--- src/lsls_pkg.sv ---
package lsls_pkg;

  // Field and register widths.
  localparam int unsigned CmdWidth      = 3;
  localparam int unsigned StateWidth    = 3;
  localparam int unsigned DebounceWidth = 10;
  localparam int unsigned StallWidth    = 16;
  localparam int unsigned DutyWidth     = 8;
  localparam int unsigned MaskWidth     = 5;
  localparam int unsigned IndexWidth    = 3;
  localparam int unsigned CfgIndexWidth = 3;
  localparam int unsigned CfgDataWidth  = 16;

  // Number of magnets that a set magnet command may address.
  localparam int unsigned MagnetCount = 5;

  // Mask value for set all with energize.
  localparam logic [MaskWidth-1:0] AllMagnets = 5'h1F;

  // Saturation values of the counters.
  localparam logic [DebounceWidth-1:0] SinceMax   = '1;
  localparam logic [StallWidth-1:0]    ElapsedMax = '1;

  // Reset values of the configuration registers.
  localparam logic [DebounceWidth-1:0] DebounceReset = 10'd20;
  localparam logic [StallWidth-1:0]    StallReset    = 16'd5000;
  localparam logic [DutyWidth-1:0]     DutyReset     = 8'd200;

  // Input commands.
  typedef enum logic [CmdWidth-1:0] {
    CMD_TICK        = 3'd0,
    CMD_RAISE       = 3'd1,
    CMD_LOWER       = 3'd2,
    CMD_STOP        = 3'd3,
    CMD_CLEAR_FAULT = 3'd4,
    CMD_SET_MAGNET  = 3'd5,
    CMD_SET_ALL     = 3'd6,
    CMD_UNUSED      = 3'd7
  } cmd_t;

  // Lift states as reported on lift_state.
  typedef enum logic [StateWidth-1:0] {
    MODE_IDLE     = 3'd0,
    MODE_RAISING  = 3'd1,
    MODE_RAISED   = 3'd2,
    MODE_LOWERING = 3'd3,
    MODE_LOWERED  = 3'd4,
    MODE_FAULT    = 3'd5
  } mode_t;

  // Configuration register indexes.
  typedef enum logic [CfgIndexWidth-1:0] {
    REG_DEBOUNCE_TICKS     = 3'd0,
    REG_STALL_LIMIT_TICKS  = 3'd1,
    REG_DRIVE_DUTY         = 3'd2,
    REG_SWITCH_ACTIVE_HIGH = 3'd3,
    REG_SHARED_RELAY       = 3'd4
  } cfg_reg_t;

  // Debouncer state of one switch.
  typedef struct packed {
    logic [DebounceWidth-1:0] since;
    logic                     stable;
  } switch_state_t;

  // One debounce step on a tick.
  function automatic switch_state_t debounce_step(
    input logic                     level,
    input logic                     active_high,
    input logic [DebounceWidth-1:0] ticks,
    input switch_state_t            cur
  );
    logic                     pressed;
    logic [DebounceWidth-1:0] since_inc;
    switch_state_t            res;
    pressed   = active_high ? level : ~level;
    since_inc = (cur.since < SinceMax) ? cur.since + 1'b1 : cur.since;
    res       = cur;
    if (pressed != cur.stable) begin
      if (since_inc >= ticks) begin
        res.stable = pressed;
        res.since  = '0;
      end else begin
        res.since = since_inc;
      end
    end else begin
      res.since = '0;
    end
    return res;
  endfunction

endpackage

--- src/limit_switch_lift_sequencer.sv ---
// Lift motor sequencer with debounced limit switches and a magnet bank.
// Input channel (in_valid/in_ready) carries one item per transfer: a
// one-millisecond tick with raw switch levels, or a command (raise, lower,
// stop, clear fault, set magnet, set all). Every accepted item yields
// exactly one result transfer on the output channel (out_valid/out_ready)
// showing the state after that item.
// The result is in the output register on the cycle after the input
// transfer. Throughput is one item per cycle while out_ready stays high;
// the state update for an item is a few compares and counter increments
// done in the cycle of acceptance.
// While the receiver stalls, the held result stays put and in_ready drops;
// an item is taken in the same cycle that the waiting result is taken.
// The configuration port writes one register per cycle with cfg_write,
// cfg_index and cfg_data; the user must write only while no result is
// pending; the block does not enforce this. Synchronous reset puts the
// lift in idle, motor stopped, direction up, both switches released,
// magnets off, counters cleared, and config registers at their defaults.
module limit_switch_lift_sequencer (
  input  logic                                clk,
  input  logic                                rst,
  input  logic                                cfg_write,
  input  logic [lsls_pkg::CfgIndexWidth-1:0]  cfg_index,
  input  logic [lsls_pkg::CfgDataWidth-1:0]   cfg_data,
  input  logic                                in_valid,
  output logic                                in_ready,
  input  logic [lsls_pkg::CmdWidth-1:0]       cmd,
  input  logic                                top_level,
  input  logic                                bottom_level,
  input  logic [lsls_pkg::IndexWidth-1:0]     magnet_index,
  input  logic                                magnet_on,
  output logic                                out_valid,
  input  logic                                out_ready,
  output logic [lsls_pkg::StateWidth-1:0]     lift_state,
  output logic [lsls_pkg::DutyWidth-1:0]      motor_duty,
  output logic                                motor_up,
  output logic                                top_pressed,
  output logic                                bottom_pressed,
  output logic [lsls_pkg::MaskWidth-1:0]      magnet_bits,
  output logic                                relay_on
);

  // Configuration registers.
  logic [lsls_pkg::DebounceWidth-1:0] debounce_ticks;
  logic [lsls_pkg::StallWidth-1:0]    stall_limit_ticks;
  logic [lsls_pkg::DutyWidth-1:0]     drive_duty;
  logic                               switch_active_high;
  logic                               shared_relay;

  // Sequencer state.
  lsls_pkg::mode_t                 mode, mode_next;
  logic [lsls_pkg::StallWidth-1:0] motion_elapsed, motion_elapsed_next;
  lsls_pkg::switch_state_t         top_sw, top_sw_next;
  lsls_pkg::switch_state_t         bottom_sw, bottom_sw_next;
  logic [lsls_pkg::MaskWidth-1:0]  magnet_mask, magnet_mask_next;
  logic                            drive_up, drive_up_next;
  logic                            driving, driving_next;

  logic                            in_xfer;
  logic [lsls_pkg::StallWidth-1:0] elapsed_inc;
  lsls_pkg::cmd_t                  cmd_code;

  assign cmd_code = lsls_pkg::cmd_t'(cmd);
  assign in_ready = !out_valid || out_ready;
  assign in_xfer  = in_valid && in_ready;
  assign elapsed_inc = (motion_elapsed < lsls_pkg::ElapsedMax) ?
                       motion_elapsed + 1'b1 : motion_elapsed;

  // Configuration writes; unknown indexes are dropped.
  always_ff @(posedge clk) begin
    if (rst) begin
      debounce_ticks     <= lsls_pkg::DebounceReset;
      stall_limit_ticks  <= lsls_pkg::StallReset;
      drive_duty         <= lsls_pkg::DutyReset;
      switch_active_high <= 1'b0;
      shared_relay       <= 1'b1;
    end else if (cfg_write) begin
      case (lsls_pkg::cfg_reg_t'(cfg_index))
        lsls_pkg::REG_DEBOUNCE_TICKS:
          debounce_ticks <= cfg_data[lsls_pkg::DebounceWidth-1:0];
        lsls_pkg::REG_STALL_LIMIT_TICKS:
          stall_limit_ticks <= cfg_data[lsls_pkg::StallWidth-1:0];
        lsls_pkg::REG_DRIVE_DUTY:
          drive_duty <= cfg_data[lsls_pkg::DutyWidth-1:0];
        lsls_pkg::REG_SWITCH_ACTIVE_HIGH:
          switch_active_high <= cfg_data[0];
        lsls_pkg::REG_SHARED_RELAY:
          shared_relay <= cfg_data[0];
        default: begin
        end
      endcase
    end
  end

  // Next state for the item at the input.
  always_comb begin
    mode_next           = mode;
    motion_elapsed_next = motion_elapsed;
    top_sw_next         = top_sw;
    bottom_sw_next      = bottom_sw;
    magnet_mask_next    = magnet_mask;
    drive_up_next       = drive_up;
    driving_next        = driving;
    case (cmd_code)
      lsls_pkg::CMD_TICK: begin
        top_sw_next = lsls_pkg::debounce_step(top_level, switch_active_high,
                                              debounce_ticks, top_sw);
        bottom_sw_next = lsls_pkg::debounce_step(bottom_level, switch_active_high,
                                                 debounce_ticks, bottom_sw);
        if (mode == lsls_pkg::MODE_RAISING || mode == lsls_pkg::MODE_LOWERING) begin
          motion_elapsed_next = elapsed_inc;
          // The limit switch wins over the stall timeout.
          if ((mode == lsls_pkg::MODE_RAISING) ? top_sw_next.stable
                                               : bottom_sw_next.stable) begin
            driving_next = 1'b0;
            mode_next    = (mode == lsls_pkg::MODE_RAISING) ?
                           lsls_pkg::MODE_RAISED : lsls_pkg::MODE_LOWERED;
          end else if (elapsed_inc > stall_limit_ticks) begin
            driving_next = 1'b0;
            mode_next    = lsls_pkg::MODE_FAULT;
          end
        end else if (mode == lsls_pkg::MODE_LOWERED) begin
          mode_next = lsls_pkg::MODE_IDLE;
        end
      end
      lsls_pkg::CMD_RAISE: begin
        if (mode != lsls_pkg::MODE_RAISING && mode != lsls_pkg::MODE_RAISED &&
            mode != lsls_pkg::MODE_FAULT) begin
          if (top_sw.stable) begin
            mode_next = lsls_pkg::MODE_RAISED;
          end else begin
            drive_up_next       = 1'b1;
            driving_next        = 1'b1;
            motion_elapsed_next = '0;
            mode_next           = lsls_pkg::MODE_RAISING;
          end
        end
      end
      lsls_pkg::CMD_LOWER: begin
        if (mode != lsls_pkg::MODE_LOWERING && mode != lsls_pkg::MODE_LOWERED &&
            mode != lsls_pkg::MODE_FAULT) begin
          if (bottom_sw.stable) begin
            mode_next = lsls_pkg::MODE_IDLE;
          end else begin
            drive_up_next       = 1'b0;
            driving_next        = 1'b1;
            motion_elapsed_next = '0;
            mode_next           = lsls_pkg::MODE_LOWERING;
          end
        end
      end
      lsls_pkg::CMD_STOP: begin
        driving_next = 1'b0;
        if (mode != lsls_pkg::MODE_FAULT) begin
          mode_next = lsls_pkg::MODE_IDLE;
        end
      end
      lsls_pkg::CMD_CLEAR_FAULT: begin
        driving_next = 1'b0;
        mode_next    = lsls_pkg::MODE_IDLE;
      end
      lsls_pkg::CMD_SET_MAGNET: begin
        // Indexes past the magnet count or the mask width change nothing.
        for (int i = 0; i < lsls_pkg::MaskWidth; i++) begin
          if (i < lsls_pkg::MagnetCount &&
              magnet_index == lsls_pkg::IndexWidth'(i)) begin
            magnet_mask_next[i] = magnet_on;
          end
        end
      end
      lsls_pkg::CMD_SET_ALL: begin
        magnet_mask_next = magnet_on ? lsls_pkg::AllMagnets : '0;
      end
      default: begin
      end
    endcase
  end

  // State registers, updated on each input transfer.
  always_ff @(posedge clk) begin
    if (rst) begin
      mode           <= lsls_pkg::MODE_IDLE;
      motion_elapsed <= '0;
      top_sw         <= '0;
      bottom_sw      <= '0;
      magnet_mask    <= '0;
      drive_up       <= 1'b1;
      driving        <= 1'b0;
    end else if (in_xfer) begin
      mode           <= mode_next;
      motion_elapsed <= motion_elapsed_next;
      top_sw         <= top_sw_next;
      bottom_sw      <= bottom_sw_next;
      magnet_mask    <= magnet_mask_next;
      drive_up       <= drive_up_next;
      driving        <= driving_next;
    end
  end

  // Output valid flag.
  always_ff @(posedge clk) begin
    if (rst) begin
      out_valid <= 1'b0;
    end else if (in_ready) begin
      out_valid <= in_valid;
    end
  end

  // Result register, loaded with the state after the item.
  always_ff @(posedge clk) begin
    if (in_xfer) begin
      lift_state     <= mode_next;
      motor_duty     <= driving_next ? drive_duty : '0;
      motor_up       <= drive_up_next;
      top_pressed    <= top_sw_next.stable;
      bottom_pressed <= bottom_sw_next.stable;
      magnet_bits    <= magnet_mask_next;
      relay_on       <= shared_relay && (magnet_mask_next != '0);
    end
  end

  // The motor is never driven in fault.
  a_fault_stopped: assert property (@(posedge clk) disable iff (rst)
    (mode == lsls_pkg::MODE_FAULT) |-> !driving)
    else $error("motor driven while in fault");

  // A stop transfer always stops the motor.
  a_stop_stops: assert property (@(posedge clk) disable iff (rst)
    (in_xfer && cmd_code == lsls_pkg::CMD_STOP) |=> !driving)
    else $error("motor still driven after stop");

  // A tick in lowered reports idle.
  a_lowered_tick: assert property (@(posedge clk) disable iff (rst)
    (in_xfer && cmd_code == lsls_pkg::CMD_TICK && mode == lsls_pkg::MODE_LOWERED)
    |=> (lift_state == lsls_pkg::MODE_IDLE))
    else $error("lowered did not return to idle on tick");

  // Reported duty matches the drive state after each transfer.
  a_duty_follows: assert property (@(posedge clk) disable iff (rst)
    in_xfer |=> (motor_duty == (driving ? drive_duty : '0)))
    else $error("motor duty does not follow drive state");

endmodule

--- config.mk ---
export PLATFORM = sky130hd
export DESIGN_NAME = limit_switch_lift_sequencer
export DESIGN_NICKNAME = d
export VERILOG_FILES = /design/src/lsls_pkg.sv /design/src/limit_switch_lift_sequencer.sv
export SDC_FILE = /design/constraint.sdc
export NUM_CORES = 1
export LEC_CHECK = 0
export ABC_AREA = 1
export ABC_CLOCK_PERIOD_IN_PS = 9200
export BUFFER_PORTS_ARGS = -buffer_cell sky130_fd_sc_hd__buf_2
export CAP_MARGIN = 10
export CORE_MARGIN = 5
export CORE_UTILIZATION = 45
export DETAILED_ROUTE_END_ITERATION = 6
export GPL_TIMING_DRIVEN = 0
export HOLD_SLACK_MARGIN = 0.05
export PLACE_DENSITY_LB_ADDON = 0.08
export SLEW_MARGIN = 20
export SYNTH_ARGS = -nofsm -noshare
export SYNTH_HDL_FRONTEND = slang
export SYNTH_SLANG_ARGS = --single-unit
--- constraint.sdc ---
create_clock -name clk -period 9.2 [get_ports clk]
set_input_delay 0.46 -clock clk [delete_from_list [all_inputs] [get_ports clk]]
set_output_delay 0.46 -clock clk [all_outputs]
set_load 0.05 [all_outputs]
==> key figures, run 1 <==
Logic synthesis
  • Largest family of logic cells by synthesized area: simple AND/OR/NAND/NOR gates
  • Mapped Cells: 813
  • Cell Area, Synth: 0.005954 mm²
  • Dominant cells by area after synthesis: dfxtp_1, nand2_1, edfxtp_1
  • Count leader, synth: nand2_1
  • Synth cell count leaders: nand2_1, inv_1, a21oi_1
  • Synth Area in Adders: 8.195%
  • Area fraction of the dominant cell type after synthesis: 28.58%
  • Simple-Gate Fraction of Synth Area: 21.31%
  • Post-synth EDFFs: 20
  • Sequential share of the synthesized area: 38.66%
  • Yosys top cell by area: dfxtp_1
  • Fraction of registers with async set/reset: 0%
  • Post-synth top flop: dfxtp_1
  • Synthesized area per cell: 7.324 µm²
  • XOR/XNOR Fraction of Synth Area: 3.236%
  • Syn. warnings: 0
  • Fraction of synthesized area in multiplexers: 0.3572%
  • Number of library cell types mapped by synthesis: 40
  • Synth Register Bits: 105
  • Syn Nets: 885
  • Synth Area in Compound Gates: 18.81%

Timing
  • RSZ-0062 raised after global routing: no
  • Fin Setup TNS: 0 ns
  • FMAX: 0.2704 GHz
  • Skew final: 0.007165 ns
  • Slew Viols, Final: 0
  • Worst slew pin tran: 0.7309 ns
  • Fin crit period: 3.699 ns
  • WHS: 0.3390 ns
  • Setup Viol. Count Final: 0
  • Final hold vios: 0
  • PnR worst setup slack: 5.501 ns
  • Final Cycle Share: 40.20%
  • Slew margin rel.: 51.27%

Floorplan
  • Die width: 125.0 µm
  • Area of the core: 0.01309 mm²
  • Die Footprint: 0.01563 mm²
  • Initial core utilization: 45.51%
  • Rows: 42
  • I/O pin count: 55
  • Die height: 125.0 µm

Global route
  • Met1 Use GR: 24.08%
  • Initial antenna violation count: 0
  • First-pass GRT wire length: 24270 µm
  • Aggregate global routing overflow: 0
  • Gr busiest metal: met2
  • Met3 Use GR: 3.539%
  • Grt met2 use: 32.68%
  • Number of global-route vias before repair: 5091
  • GRT Total Usage: 18.96%
  • Largest net degree at the start of global routing: 28

Clock network
  • # resized after CTS: 0
  • Root buf cell: clkbuf_16
  • CTS clk-pin slew, worst paths: 0.07 ns
  • CTS tree: done
  • Setup bufs post-CTS: 0
  • Cts hold-fix bufs: 0
  • Worst-Skew Late Latency: 0.36 ns
  • Clock Path Buffers: 2
  • H-tree depth: 3
  • Clock sink count: 105
  • CTS buffer count: 9

Worst setup path
  • WS Path Type: flip-flop to flip-flop
  • R2R Setup Slk: 5.50 ns
  • RR Startpoint: bottom_sw[1]
  • Critical Path AT: 3.80 ns
  • Cell depth of the worst flop-to-flop path: 19
  • CP startpoint kind: flip-flop
  • Required @ worst endpoint: 9.30 ns
  • Crit path max fanout: 9
  • Reg-to-reg endpoint: motor_duty[7]
  • Crit. End Element: flip-flop

Power
  • Part of the power in registers: 47.2%
  • Final Power: 0.001048 W
  • Power share of the clock group: 40.4%
  • Power Internal: 0.0007641 W
  • Sw Ratio: 27.08%
  • Pwr Density: 154.7 mW/mm²
  • Switching Power: 0.0002838 W
  • Peak VDD IR: 0.00009232 V
  • Combinational Power Share: 12.3%
  • Leakage Power: 2.972 nW

Outcome
  • Status: complete, no violations

Final layout
  • Multi-input logic area: 0.003090 mm²
  • Share of cells above drive strength 1: 10.19%
  • Layout Nets: 950
  • Diode count: 0
  • Synthesis-to-finish area growth: 13.74%
  • Flip-flop and latch area: 0.002302 mm²
  • Non-filler cells, final: 1059
  • Layout fillers: 1314

Worst hold path
  • Hold Path Stages: 3
  • HP Class: primary input to flip-flop
  • Worst Hold Launch: cfg_data[12]
  • WHS Endpoint: stall_limit_ticks[12]

Route
  • Via/cell ratio: 5.109
  • Drt initial violations: 346
  • Post-route ant nets: 0
  • DR vias: 5410
  • Final wirelength: 14560 µm
  • First-pass DRT Iterations: 5
  • Wire length per cell: 13.74 µm
  • Remaining DRCs: 0

Place
  • GPL Wtd Cong: 0.8515
  • Port Buf Inserts: 54
  • Pre-CTS setup slack: 5.530 ns
  • # placed instances: 1043
  • Post-detail-place hpwl: 11440 µm

Flow run
  • Max-Cap Viols: 0
## metal layers
layer / share of wire [%] / vias to the layer above
met3: 3.8 / 18
met1: 46 / 2483
li1: - / 2816
met4: 1.7 / 0
met2: 49 / 93
met5: 0 / -
## layout by cell type, fill, tap and decap left out, types with 2 or more instances in the layout
master / instances
a211oi_4: 2
a21o_1: 2
a21oi_1: 104
a22oi_1: 2
a31oi_1: 3
buf_2: 54
bufinv_16: 2
clkbuf_1: 17
clkbuf_16: 9
clkinv_4: 2
dfxtp_1: 85
edfxtp_1: 20
ha_1: 39
inv_1: 124
inv_2: 2
nand2_1: 186
nand2_2: 2
nand3_1: 30
nand4_1: 9
nor2_1: 49
nor2_2: 2
nor3_1: 19
nor4_1: 5
o211ai_1: 20
o21a_1: 2
o21ai_0: 51
xnor2_1: 6
xor2_1: 16
## registers in the layout, summed over array words and instances (netlist names), 8 cells and up
name and flops:
bottom_sw 11, debounce_ticks 10, drive_duty 8, motion_elapsed 16, motor_duty 8, stall_limit_ticks 16
top_sw 11
## power groups by stage
stage	registers, W	logic, W	clock network, W
finish	0.000495	0.000129	0.000424
global route	0.000497	0.000144	0.000459
CTS	0.000495	0.000130	0.000436
detailed placement	0.000505	0.000130	0
global placement	0.000505	0.000128	0
floorplan	0.000531	0.0000642	0
## kinds of logic after synthesis
logic type,Yosys count
mux,2
buf+inv,146
fa+ha+maj,39
compound gates,194
xor+xnor,22
flops,105
simple gates,305
## layout make-up
class / instances / area share, %
Clock inverter: 7 / 1.515
Buffer: 19 / 1.219
Multi-Input combinational cell: 562 / 45.63
Inverter: 127 / 7.076
Clock buffer: 9 / 3.325
Sequential cell: 105 / 33.99
Tap cell: 176 / 3.251
Timing Repair Buffer: 54 / 3.990
## stage by stage
stage	utilization (%)	instance area (µm²)
6_report	51.76	6773
5_1_grt	51.76	6773
4_1_cts	51.76	6773
3_5_place_dp	49.25	6445
3_3_place_gp	49.25	6445
2_1_floorplan	-	5954
## critical path, stage by stage, from the launching register on
cell	delay (ns)
dfxtp_1	0.39
ha_1	0.19
nand2_1	0.07
nor4_1	0.59
nand2_2	0.27
xor2_1	0.24
inv_1	0.06
ha_1	0.26
o21ai_0	0.16
nand2_1	0.08
nand3_1	0.11
nand3_1	0.14
nand2_1	0.11
nand3_1	0.14
nand3_1	0.11
nand2_1	0.07
nand2_1	0.07
nand2_1	0.04
nand2_1	0.26
nor2_1	0.10
## worst max-delay path by stage
stage                  from       endpoint  slack, ns  cells past startpoint
4_1_cts        bottom_sw[1]  motor_duty[7]       5.52                     21
5_1_grt           top_sw[4]  motor_duty[7]       5.05                     23
2_1_floorplan  bottom_sw[1]  motor_duty[0]       6.12                     19
6_report       bottom_sw[1]  motor_duty[7]       5.50                     19
3_5_place_dp   bottom_sw[1]  motor_duty[7]       5.53                     21
3_3_place_gp   bottom_sw[1]  motor_duty[7]       5.62                     19
No activity file was read; power rests on OpenSTA's default activity.
==> run 2, diff against run 1 <==
--- a/config.mk
+++ b/config.mk
@@ -6,7 +6,7 @@
 export NUM_CORES = 1
 export LEC_CHECK = 0
 export ABC_AREA = 1
-export ABC_CLOCK_PERIOD_IN_PS = 9200
+export ABC_CLOCK_PERIOD_IN_PS = 3000
 export BUFFER_PORTS_ARGS = -buffer_cell sky130_fd_sc_hd__buf_2
 export CAP_MARGIN = 10
 export CORE_MARGIN = 5
==> constraint.sdc (replaced) <==
create_clock -name clk -period 3 [get_ports clk]
set_input_delay 0.15 -clock clk [delete_from_list [all_inputs] [get_ports clk]]
set_output_delay 0.15 -clock clk [all_outputs]
set_load 0.05 [all_outputs]
==> key figures, run 2 (synthesized netlist as in run 1, its figures left out) <==
Clock network
  • Root buf cell: clkbuf_16
  • Clock sink count: 105 (unchanged)
  • CTS clk-pin slew, worst paths: 0.08 ns (about the same)
  • H-tree depth: 3 (unchanged)
  • Clock Path Buffers: 2 (unchanged)
  • CTS buffer count: 9 (unchanged)
  • Worst-Skew Late Latency: 0.36 ns (about the same)
  • CTS tree: done

Route
  • Post-route ant nets: 0 (unchanged)
  • First-pass DRT Iterations: 4 (-1)
  • DR vias: 5678 (+5.0%)
  • Wire length per cell: 14.50 µm (+5.5%)
  • Drt initial violations: 373 (+7.8%)
  • Via/cell ratio: 5.152 (+0.86%)
  • Final wirelength: 15980 µm (+9.8%)
  • Remaining DRCs: 0 (unchanged)

Floorplan
  • Rows: 42 (unchanged)
  • I/O pin count: 55 (unchanged)
  • Die Footprint: 0.01563 mm² (unchanged)
  • Die width: 125.0 µm (unchanged)
  • Area of the core: 0.01309 mm² (unchanged)
  • Die height: 125.0 µm (unchanged)
  • Initial core utilization: 45.51% (unchanged)

Power
  • Pwr Density: 414.2 mW/mm² (+170%)
  • Peak VDD IR: 0.0003085 V (+230%)
  • Leakage Power: 3.306 nW (+11%)

Timing
  • RSZ-0062 raised after global routing: yes
  • Final hold vios: 0 (unchanged)
  • Final Cycle Share: 100.7% (+60 points)
  • Worst slew pin tran: 0.8284 ns (+0.09752 ns)
  • Fin crit period: 3.021 ns (-0.6777 ns)
  • PnR worst setup slack: -0.02089 ns (-5.522 ns)
  • FMAX: 0.3310 GHz (+22%)
  • Fin Setup TNS: -0.1099 ns (-0.1099 ns)
  • Setup Viol. Count Final: 8 (+8)
  • Slew margin rel.: 44.77% (-6.5 points)
  • Slew Viols, Final: 0 (unchanged)
  • Skew final: 0.01100 ns (+0.003836 ns)

Worst setup path
  • Crit. End Element: flip-flop
  • R2R Setup Slk: -0.02 ns (-5.52 ns)
  • WS Path Type: flip-flop to flip-flop
  • CP startpoint kind: flip-flop
  • RR Startpoint: top_sw[6]
  • Reg-to-reg endpoint: motor_duty[1]
  • Critical Path AT: 3.14 ns (-0.66 ns)
  • Required @ worst endpoint: 3.12 ns (-6.18 ns)
  • Cell depth of the worst flop-to-flop path: 19 (unchanged)
  • Crit path max fanout: 5 (-4)

Place
  • Pre-CTS setup slack: -0.5541 ns (-6.084 ns)
  • Post-detail-place hpwl: 11400 µm (-0.43%)
  • Port Buf Inserts: 54 (unchanged)
  • GPL Wtd Cong: 0.8508 (about the same)

Worst hold path
  • Hold Path Stages: 3 (unchanged)
  • HP Class: primary input to flip-flop
  • Worst Hold Launch: cfg_data[7]
  • WHS Endpoint: stall_limit_ticks[7]

Final layout
  • Commonest non-fill, non-tap cell in the layout: nand2_1
  • Synthesis-to-finish area growth: 25.95%
  • Layout Nets: 993 (+4.5%)
  • Share of cells above drive strength 1: 24.30% (+14 points)
  • Flip-flop and latch area: 0.002330 mm² (+1.2%)
  • Most frequent cells in the layout: nand2_1, inv_1, a21oi_1, dfxtp_1, buf_2
  • Diode count: 0 (unchanged)
  • Multi-input logic area: 0.003496 mm² (+13%)
  • Layout fillers: 1218 (-7.3%)
  • Largest regs: motion_elapsed: 16 flops, stall_limit_ticks: 16 flops

Outcome
  • Violated checks: negative setup slack
  • Status: finished, violations left

Global route
  • Initial antenna violation count: 0 (unchanged)
  • First-pass GRT wire length: 25710 µm (+5.9%)
  • Aggregate global routing overflow: 0 (unchanged)
  • GRT Total Usage: 19.97% (+1.0 points)
  • Number of global-route vias before repair: 5421 (+6.5%)
  • Largest net degree at the start of global routing: 28 (unchanged)

Flow run
  • Max-Cap Viols: 0 (unchanged)
==> run 2: cell types whose count changed in the layout (fill, tap and decap cells not counted), sizes merged <==
cell / delta
buf: +40
bufinv: -2
clkbuf: +2
clkinv: -2
dlygate4sd3: +2
inv: +2
nand2: +1
==> run 2: worst max-delay path by stage <==
stage | start | to | slack [ns] | cells past startpoint
final | top_sw[6] | motor_duty[1] | -0.02 | 19
after global routing | motion_elapsed[3] | motor_duty[1] | -0.19 | 19
after CTS | motion_elapsed[5] | motor_duty[0] | 0.002 | 19
after detailed placement | top_sw[1] | motor_duty[0] | -0.55 | 24
after global placement | motion_elapsed[0] | motor_duty[6] | -0.55 | 19
after floorplan | top_sw[1] | motor_duty[0] | 0.001 | 24
==> run 2: repair_timing <==
action                                 in CTS  in global routing
pin swaps                                  19                 36
cloned                                      1                  0
resized for setup                          49                 74
setup buffers                              24                 16
endpoints found under the hold margin       2                  0
hold buffers                                2                  0
setup endpoints to repair                  35                 35
==> run 2: layer usage <==
layer	vias to the layer above	global-route usage (%)	part of all wire (%)
met3	32	3.923	3.6
met1	2634	24.20	43
li1	2898	-	-
met4	0	7.207	2.4
met2	114	35.24	51
met5	-	0	0
==> run 2: report_power, final <==
part / leakage (nW) / total [W] / internal, W / switching (W)
Combinational: 2.27 / 0.000439 / 0.000120 / 0.000318
Sequential: 0.900 / 0.00152 / 0.00149 / 0.0000222
Clock: 0.138 / 0.00115 / 0.000582 / 0.000569
Total: 3.31 / 0.00311 / 0.00220 / 0.000910
==> run 2: per-stage QoR <==
step	hold slack [ns]	std cells	utilization, %	instance area [µm²]	power, W
after floorplan	0.2804	813	-	5966	0.001824
after global placement	0.3950	1043	49.34	6456	0.001940
after detailed placement	0.4029	1043	49.34	6456	0.001947
after CTS	0.05790	1086	54.26	7101	0.003118
after global routing	0.07177	1102	57.32	7500	0.003250
final	0.06577	1102	57.32	7500	0.003106
==> run 2: critical path, cell delays in order (launching register included) <==
cell and delay [ns]:
dfxtp_2 0.33, inv_1 0.07, nor3_4 0.25, buf_4 0.15, nand4_1 0.11, nand3b_1 0.20
xor2_1 0.15, nand2_1 0.14, ha_4 0.29, nand2_1 0.07, nor2_2 0.14, nand3_2 0.11
nand4_1 0.14, nand3_2 0.12, nand3_2 0.09, nand2_2 0.05, nand2_2 0.09, nand2_4 0.09
nand2_8 0.14, nor2_4 0.04
==> run 2: cell type report <==
cell class,count,area share (%)
Clock buffer,11,3.103
Tap cell,176,2.936
Sequential cell,105,31.06
Inverter,127,6.423
Buffer,19,1.101
Multi-Input combinational cell,563,46.61
Clock inverter,5,0.6173
Timing Repair Buffer,96,8.141
